--- src/rtl/smds_pkg.sv ---
// package for the signed multiply/divide sequencer
// holds phase enum, code constants and the phase transition function
`timescale 1ns / 1ps

package smds_pkg;

    typedef enum logic [3:0] {
        PH_IDLE  = 4'd0,
        PH_P1    = 4'd1,
        PH_P2    = 4'd2,
        PH_P3    = 4'd3,
        PH_MUL   = 4'd4,
        PH_DIV   = 4'd5,
        PH_P6    = 4'd6,
        PH_P7    = 4'd7,
        PH_MDONE = 4'd8,
        PH_P9    = 4'd9,
        PH_DDONE = 4'd10,
        PH_P11   = 4'd11,
        PH_P12   = 4'd12,
        PH_P13   = 4'd13,
        PH_P14   = 4'd14,
        PH_P15   = 4'd15
    } t_phase;

    typedef enum logic [2:0] {
        ST_IDLE,
        ST_MUL,
        ST_MFIN,
        ST_DIV,
        ST_DFIN,
        ST_OUT
    } t_state;

    localparam logic [2:0] CMD_DIV  = 3'd4;
    localparam logic [2:0] CMD_LDX  = 3'd5;
    localparam logic [2:0] CMD_LDXZ = 3'd6;
    localparam logic [2:0] CMD_READ = 3'd7;

    localparam logic [15:0] CODE_CLR  = 16'h6666;
    localparam logic [15:0] CODE_M0   = 16'h0000;
    localparam logic [15:0] CODE_M60  = 16'h0060;
    localparam logic [15:0] CODE_M61  = 16'h0061;
    localparam logic [15:0] CODE_M2   = 16'h0002;
    localparam logic [15:0] CODE_M62  = 16'h0062;
    localparam logic [15:0] CODE_M6660 = 16'h6660;
    localparam logic [15:0] CODE_M3   = 16'h0003;
    localparam logic [15:0] CODE_M63  = 16'h0063;
    localparam logic [15:0] CODE_M660 = 16'h0660;
    localparam logic [15:0] CODE_M661 = 16'h0661;
    localparam logic [15:0] CODE_M662 = 16'h0662;
    localparam logic [15:0] CODE_D4   = 16'h0004;
    localparam logic [15:0] CODE_D664 = 16'h0664;
    localparam logic [15:0] CODE_D6664 = 16'h6664;

    function automatic t_phase next_phase(input t_phase p, input logic [2:0] d);
        t_phase r;
        r = PH_IDLE;
        unique case (p)
            PH_IDLE:  r = (d < 3'd4) ? PH_MUL : (d == 3'd4) ? PH_DIV :
                          (d == 3'd7) ? PH_IDLE : PH_P1;
            PH_P1:    r = (d < 3'd4) ? PH_MUL : (d == 3'd6) ? PH_P3 :
                          (d == 3'd7) ? PH_IDLE : PH_DIV;
            PH_P3:    r = (d < 3'd4) ? PH_MUL : (d == 3'd6) ? PH_P11 :
                          (d == 3'd7) ? PH_IDLE : PH_DIV;
            PH_MUL:   r = PH_MDONE;
            PH_DIV:   r = PH_DDONE;
            PH_MDONE: r = (d < 3'd4) ? PH_MUL : (d == 3'd4) ? PH_DIV :
                          (d == 3'd6) ? PH_P1 : PH_IDLE;
            PH_DDONE: r = (d < 3'd5) ? PH_MUL : (d == 3'd5) ? PH_DIV :
                          (d == 3'd6) ? PH_P1 : PH_IDLE;
            PH_P11:   r = (d < 3'd4) ? PH_MUL : (d == 3'd6) ? PH_P1 :
                          (d == 3'd7) ? PH_IDLE : PH_DIV;
            default:  r = PH_IDLE;
        endcase
        return r;
    endfunction

endpackage

--- src/rtl/signed_mul_div_sequencer_unit.sv ---
// top level of the signed multiply/divide sequencer
// uses smds_pkg; one shared 33-bit add/subtract unit for multiply and divide
`timescale 1ns / 1ps

// One request is taken at a time. A load or read is accepted and its result then
// sits in the output register. A multiply runs 16 shift-add steps on the shared
// adder and a divide by a nonzero divisor 32 restoring steps. Input stall is high
// while a request is in work or its result has not been taken. Each request
// returns exactly one result.
module signed_mul_div_sequencer_unit
    import smds_pkg::*;
(
    input  logic        i_clk,
    input  logic        i_rst_n,
    input  logic        i_valid,
    output logic        o_stall,
    input  logic [2:0]  i_cmd,
    input  logic [15:0] i_data_in,
    output logic        o_valid,
    input  logic        i_stall,
    output logic [15:0] o_read_data,
    output logic        o_read_valid
);

    t_state      r_state, n_state;
    t_phase      r_phase;
    logic [15:0] r_x, r_y, r_code;
    logic        r_long, r_half;
    logic [31:0] r_zw;
    logic [15:0] r_rdata;
    logic        r_rvalid;
    logic [5:0]  r_cnt;
    logic [31:0] r_acc;
    logic [31:0] r_quo;
    logic [31:0] r_rem;
    logic [31:0] r_mag;
    logic [15:0] r_dvs;
    logic        r_qneg, r_rneg;

    logic        w_acc;
    logic [32:0] w_sum;
    logic [32:0] w_a, w_b;
    logic        w_sub;

    assign w_acc   = i_valid && !o_stall;
    assign o_stall = (r_state != ST_IDLE);
    assign o_valid = (r_state == ST_OUT);
    assign o_read_data  = r_rdata;
    assign o_read_valid = r_rvalid;

    // shared adder
    assign w_sum = w_sub ? (w_a - w_b) : (w_a + w_b);

    always_comb begin
        w_a = '0;
        w_b = '0;
        w_sub = 1'b0;
        if (r_state == ST_MUL) begin
            w_a = {1'b0, r_acc};
            w_b = r_y[r_cnt[3:0]] ? {1'b0, 16'(signed'(r_x) >>> 16), r_x} << r_cnt[3:0]
                                  : 33'd0;
            w_sub = (r_cnt[3:0] == 4'd15) && r_y[15];
        end else if (r_state == ST_DIV) begin
            w_a = {r_rem[31:0], r_mag[31]};
            w_b = {17'd0, r_dvs};
            w_sub = 1'b1;
        end
    end

    function automatic logic code_is(input logic [15:0] c, input logic lg,
                                     input logic [15:0] k);
        return !lg && (c == k);
    endfunction

    logic [15:0] w_code;
    logic        w_long;
    t_phase      w_ph;
    logic        w_rd;
    logic [15:0] w_rv;
    logic [15:0] w_base;
    logic [15:0] w_nx, w_ny;
    logic [31:0] w_nzw;
    logic        w_nhalf;
    logic        w_act;

    always_comb begin
        w_base = r_code;
        w_long = r_long;
        w_nx = r_x;
        w_ny = r_y;
        w_nzw = r_zw;
        w_nhalf = r_half;
        w_rd = 1'b0;
        w_rv = 16'd0;
        w_act = 1'b1;
        if (r_phase == PH_IDLE || r_phase == PH_MDONE || r_phase == PH_DDONE) begin
            w_base = 16'd0;
            w_long = 1'b0;
        end else if (r_phase == PH_P1 && code_is(r_code, r_long, CODE_CLR)) begin
            w_base = 16'd0;
            w_long = 1'b0;
        end
        if (w_base[15:12] != 4'd0) w_long = 1'b1;
        w_code = {w_base[11:0], 1'b0, i_cmd};
        unique case (r_phase)
            PH_IDLE: begin
                if (i_cmd < CMD_DIV) w_ny = i_data_in;
                else if (i_cmd == CMD_LDX || i_cmd == CMD_LDXZ) w_nx = i_data_in;
                else if (i_cmd == CMD_READ) w_rd = 1'b1;
            end
            PH_MDONE, PH_DDONE: begin
                if (i_cmd < CMD_DIV) w_ny = i_data_in;
                else if (i_cmd == CMD_LDXZ) w_nx = i_data_in;
                else if (i_cmd == CMD_READ) w_rd = 1'b1;
            end
            PH_P1: begin
                if (i_cmd < CMD_DIV) w_ny = i_data_in;
                else if (i_cmd == CMD_LDXZ) w_nzw = {i_data_in, r_zw[15:0]};
            end
            PH_P3: begin
                if (i_cmd < CMD_DIV) w_ny = i_data_in;
                else if (i_cmd == CMD_DIV || i_cmd == CMD_LDXZ)
                    w_nzw = {r_zw[31:16], i_data_in};
                else if (i_cmd == CMD_READ) w_rd = 1'b1;
            end
            PH_P11: begin
                if (i_cmd < CMD_DIV) w_ny = i_data_in;
                else if (i_cmd == CMD_READ) w_nzw = {16'd0, r_zw[15:0]};
            end
            default: w_act = 1'b0;
        endcase
        if (w_rd) begin
            w_rv = r_half ? r_zw[15:0] : r_zw[31:16];
            w_nhalf = !r_half;
        end
        w_ph = w_act ? next_phase(r_phase, i_cmd) : r_phase;
    end

    always_comb begin
        n_state = r_state;
        unique case (r_state)
            ST_IDLE: if (w_acc) begin
                if (w_ph == PH_MUL) n_state = ST_MUL;
                else if (w_ph == PH_DIV && w_nx != 16'd0) n_state = ST_DIV;
                else n_state = ST_OUT;
            end
            ST_MUL:  if (r_cnt[3:0] == 4'd15) n_state = ST_MFIN;
            ST_MFIN: n_state = ST_OUT;
            ST_DIV:  if (r_cnt == 6'd31) n_state = ST_DFIN;
            ST_DFIN: n_state = ST_OUT;
            ST_OUT:  if (!i_stall) n_state = ST_IDLE;
            default: n_state = ST_IDLE;
        endcase
    end

    // multiply result selection from finished product in r_acc
    logic [31:0] w_mres;
    always_comb begin
        w_mres = r_zw;
        if (code_is(r_code, r_long, CODE_M0) || code_is(r_code, r_long, CODE_M60))
            w_mres = r_acc;
        else if (code_is(r_code, r_long, CODE_M61))
            w_mres = 32'd0 - r_acc;
        else if (code_is(r_code, r_long, CODE_M2) || code_is(r_code, r_long, CODE_M62)
                 || code_is(r_code, r_long, CODE_M6660))
            w_mres = r_zw + r_acc;
        else if (code_is(r_code, r_long, CODE_M3) || code_is(r_code, r_long, CODE_M63))
            w_mres = r_zw - r_acc;
        else if (code_is(r_code, r_long, CODE_M660))
            w_mres = r_acc + {r_zw[31:16], 16'd0};
        else if (code_is(r_code, r_long, CODE_M661) || code_is(r_code, r_long, CODE_M662))
            w_mres = (32'd0 - r_acc) + {r_zw[31:16], 16'd0};
    end

    logic [31:0] w_q, w_r;
    logic        w_big;
    assign w_q = r_qneg ? 32'd0 - r_quo : r_quo;
    assign w_r = r_rneg ? 32'd0 - r_rem : r_rem;
    assign w_big = !r_qneg && (r_quo[31:16] != 16'd0) && (r_quo != 32'd0);

    always_ff @(posedge i_clk) begin
        if (!i_rst_n) begin
            r_state  <= ST_IDLE;
            r_phase  <= PH_IDLE;
            r_x      <= '0;
            r_y      <= '0;
            r_zw     <= '0;
            r_code   <= '0;
            r_long   <= 1'b0;
            r_half   <= 1'b0;
            r_rvalid <= 1'b0;
            r_rdata  <= '0;
            r_cnt    <= '0;
        end else begin
            r_state <= n_state;
            unique case (r_state)
                ST_IDLE: if (w_acc) begin
                    r_x <= w_nx;
                    r_y <= w_ny;
                    r_rdata <= w_rv;
                    r_rvalid <= w_rd;
                    r_cnt <= '0;
                    if (w_act) begin
                        r_code <= w_code;
                        r_long <= w_long;
                    end
                    if (w_ph == PH_MUL) begin
                        r_phase <= PH_MDONE;
                        r_zw <= w_nzw;
                        r_half <= w_nhalf;
                        r_acc <= '0;
                    end else if (w_ph == PH_DIV) begin
                        r_phase <= PH_DDONE;
                        r_half <= 1'b0;
                        if (w_nx == 16'd0) begin
                            r_zw <= 32'hffffffff;
                        end else begin
                            r_zw <= w_nzw;
                            r_dvs <= w_nx[15] ? 16'd0 - w_nx : w_nx;
                            if (code_is(w_code, w_long, CODE_D4)
                                || code_is(w_code, w_long, CODE_D664)) begin
                                r_mag <= w_nzw[31] ? 32'd0 - w_nzw : w_nzw;
                                r_qneg <= w_nzw[31] ^ w_nx[15];
                                r_rneg <= w_nzw[31];
                            end else if (code_is(w_code, w_long, CODE_D6664)) begin
                                r_mag <= {16'd0, w_nzw[15:0]};
                                r_qneg <= w_nx[15];
                                r_rneg <= 1'b0;
                            end else begin
                                r_mag <= '0;
                                r_qneg <= 1'b0;
                                r_rneg <= 1'b0;
                            end
                            r_rem <= '0;
                            r_quo <= '0;
                        end
                    end else begin
                        r_phase <= w_ph;
                        r_zw <= w_nzw;
                        r_half <= w_nhalf;
                    end
                end
                ST_MUL: begin
                    r_acc <= w_sum[31:0];
                    r_cnt <= r_cnt + 6'd1;
                end
                ST_MFIN: begin
                    r_zw <= w_mres;
                    r_half <= 1'b0;
                end
                ST_DIV: begin
                    if (!w_sum[32]) begin
                        r_rem <= w_sum[31:0];
                        r_quo <= {r_quo[30:0], 1'b1};
                    end else begin
                        r_rem <= {r_rem[30:0], r_mag[31]};
                        r_quo <= {r_quo[30:0], 1'b0};
                    end
                    r_mag <= {r_mag[30:0], 1'b0};
                    r_cnt <= r_cnt + 6'd1;
                end
                ST_DFIN: begin
                    r_zw <= {w_q[15:8] | {8{w_big}}, w_q[7:0], w_r[15:0]};
                end
                default: ;
            endcase
        end
    end

`ifndef SYNTHESIS
    a_out_hold: assert property (@(posedge i_clk) disable iff (!i_rst_n)
        o_valid && i_stall |=> o_valid && $stable(o_read_data))
        else $error("result changed while stalled");
    a_busy: assert property (@(posedge i_clk) disable iff (!i_rst_n)
        (r_state == ST_MUL || r_state == ST_DIV) |-> o_stall && !o_valid)
        else $error("accepting while busy");
    a_cnt: assert property (@(posedge i_clk) disable iff (!i_rst_n)
        r_state == ST_MUL |-> r_cnt < 6'd16)
        else $error("multiply step count overrun");
`endif

endmodule

--- config.mk ---
export PLATFORM = sky130hd
export DESIGN_NAME = signed_mul_div_sequencer_unit
export DESIGN_NICKNAME = d
export VERILOG_FILES = /design/src/rtl/smds_pkg.sv /design/src/rtl/signed_mul_div_sequencer_unit.sv
export SDC_FILE = /design/constraint.sdc
export NUM_CORES = 1
export LEC_CHECK = 0
export ABC_AREA = 1
export BUFFER_PORTS_ARGS = -buffer_cell sky130_fd_sc_hd__buf_2
export CAP_MARGIN = 25
export CORE_MARGIN = 2
export CORE_UTILIZATION = 51
export DETAILED_ROUTE_END_ITERATION = 10
export PLACE_DENSITY = 0.7
export SLEW_MARGIN = 5
export SYNTH_ARGS = -nofsm -noshare
export SYNTH_HDL_FRONTEND = slang
export SYNTH_SLANG_ARGS = --single-unit
--- constraint.sdc ---
create_clock -name i_clk -period 22.8 [get_ports i_clk]
set_input_delay 4.56 -clock i_clk [delete_from_list [all_inputs] [get_ports i_clk]]
set_output_delay 4.56 -clock i_clk [all_outputs]
set_load 0.05 [all_outputs]
==> reports/qor.txt <==
Clock transition at path regs - 60 ps
Worst path most repeated cell - nand2_1
First-pass GRT wire length - 133.4 mm
GP Congestion - 0.9859
Vias per Instance - 5.838
1st-iter DRT viols - 3114
Final WL - 86.61 mm
Die area - 49240 um^2
Max_cap viols - 0
Critical Path RT - 23010 ps
Area growth syn-to-layout - 6.868%
CTS Hold Bufs - 0
DRC viols - 0
Initial core utilization - 0.5179
Startpoint types - primary input
Largest net degree at the start of global routing - 67
CP Cell Sequence - buf_2 -> nand2_2 -> inv_2 -> nand2_1 -> nand2_1 -> nand2_1 -> nand2_1 -> o21ai_1 -> inv_1 -> nand3_1 -> nor2_1 -> nand2_1 -> nand3_1 -> a21oi_4 -> buf_4
Hold Crit Class - flop to flop
Syn Std Cell Area - 24210 um^2
Core Area - 46750 um^2
Syn nets - 3999
Final worst-path cycle share - 0.3633
Setup CP Type - primary input to flop
Critical path fanouts, max - 61
Post-synth EDFFs - 146
Clock sinks - 254
DP Worst Slack - 14000 ps
Synth area leaders - edfxtp_1 18%, nand2_1 15%, dfxtp_1 8.9%
Cell taking the most area after synthesis - edfxtp_1
Die Y - 221.9 um
Standard-cell rows - 79
Nets@finish - 3954
Root buffer cell - clkbuf_16
Number of stages on the worst hold path - 2
Antenna violations before repair - 0
Synthesis-stage register bit count - 254
Minimum clock period - 8284 ps
Worst-path cell with the longest stage delay - o21ai_1
Worst-margin pin slew - 1079 ps
Post-detail-place hpwl - 67.19 mm
Clock Latency Late Sink - 610 ps
Seq/Total Area, Yosys - 0.2704
Most common flop cell mapped by yosys - edfxtp_1
Post-synth top area share - 0.1811
I/O pins - 42
Cell with the most instances after synthesis - nand2_1
Post-CTS Setup Bufs - 0
Cells on worst reg2reg path - 33
Crit end category - flop
Cell count after synthesis - 3856
Status - completed
Setup TNS Final - 0 ps
IO buf count - 41
TritonCTS clock tree - built
Final hold violations - 0
DIE WIDTH - 221.9 um
DR vias - 25950
Post-synth top cells - 961 x nand2_1, 471 x inv_1, 398 x nor2_1
Final worst slack - 14520 ps
PostCTS Resize Cnt - 0
Remaining global-route overflow - 0
Filler Cells Inserted - 4777
Layout cells sized above 1 - 0.05422
Total global-route track usage - 0.3443
Max Fclk - 120.7 MHz
Drt wl/cell - 19.49 um
RSZ-0062 raised after global routing - no
Post-Syn Area per Cell - 6.279 um^2
Ys async rst share - 0
Utilization after layout - 0.5535
Slew Limit Headroom - 0.2728
Antenna viol nets, final - 0
Clk_skew - 24.42 ps
Deepest clock path buffer count - 3
Number of global-route vias before repair - 23630
CTS buffer count - 31
H-tree depth - 1
Synth warnings - 0
Router iterations before antenna repair - 6
Worst path max stage delay - 930 ps
Final-report max-slew violation count - 0
Final setup vio count - 0
WP data arrival - 8500 ps
Post-synth cell types - 58
-- layout make-up --
| cell class | instances | area, um^2 | area share |
|---|---|---|---|
| Multi-Input combinational cell | 2951 | 15160 | 0.5858 |
| Inverter | 497 | 1866 | 0.07210 |
| Tap cell | 607 | 759.5 | 0.02935 |
| Timing Repair Buffer | 76 | 528.0 | 0.02041 |
| Clock inverter | 15 | 165.2 | 0.006383 |
| Antenna cell | 1 | 2.502 | 0.00009671 |
| Clock buffer | 43 | 850.8 | 0.03288 |
| Sequential cell | 254 | 6546 | 0.2530 |
-- sequential cells by signal, indices dropped and copies added (netlist names) --
register / count
r_acc: 32
r_mag: 32
r_quo: 32
r_rem: 32
r_zw: 32
o_read_data: 16
r_dvs: 16
r_x: 16
r_y: 16
r_code: 12
r_cnt: 6
r_phase: 4
r_state: 3
o_read_valid: 1
r_half: 1
r_long: 1
r_qneg: 1
r_rneg: 1
-- critical path, delay by kind of cell --
family,cells,cell delay (ps)
and+or+nand+nor,9,1620
AOI/OAI and AO/OA,2,1100
buffers and inverters,4,1120
-- metal layers --
| metal | vias up | track usage | wire length [um] |
|---|---|---|---|
| li1 | 12710 | - | - |
| met1 | 11800 | 0.4835 | 37280 |
| met2 | 1249 | 0.5159 | 35980 |
| met3 | 188 | 0.05765 | 8868 |
| met4 | 0 | 0.1593 | 4495 |
| met5 | - | 0 | 0 |
-- placed cells by master, fill, tap and decap left out, types with 35 or more instances in the layout --
master and count:
nand2_1 961, inv_1 469, nor2_1 397, o21ai_0 349, nand3_1 318, a21oi_1 312, edfxtp_1 146, ha_1 116
dfxtp_1 108, xor2_1 86, nor3_1 54, buf_2 41, nand4_1 38, o211ai_1 36, o21ai_1 35
-- per-stage QoR --
step | cell area (um^2) | instances | hold WS [ps]
global route | 25870 | 4443 | 475.1
global placement | 24770 | 4381 | 441.8
finish | 25880 | 4444 | 461.4
floorplan | 24210 | 3856 | 430.3
detailed placement | 24830 | 4384 | 451.8
CTS | 25850 | 4442 | 462.5
-- worst paths after layout --
path	start	end	slack [ps]
min	o_read_data[0]	o_read_data[0]	460
min reg2reg	o_read_data[0]	o_read_data[0]	460
max	i_cmd[2]	r_quo[31]	14520
max reg2reg	r_cnt[2]	r_rem[25]	16660
-- cells by family (layout without fill, tap and decap cells) --
kind of cell,Yosys count,count (layout),synth area share
compound gates,867,867,0.1965
fa+ha+maj,120,120,0.06325
buf+inv,651,631,0.1059
other cells,0,1,0
xor+xnor,118,118,0.04268
simple gates,1846,1846,0.3213
flops,254,254,0.2704
Power is left out: the tool's default activity adds up to more than one toggle a clock period on the data nets, which glitch-free logic cannot reach.
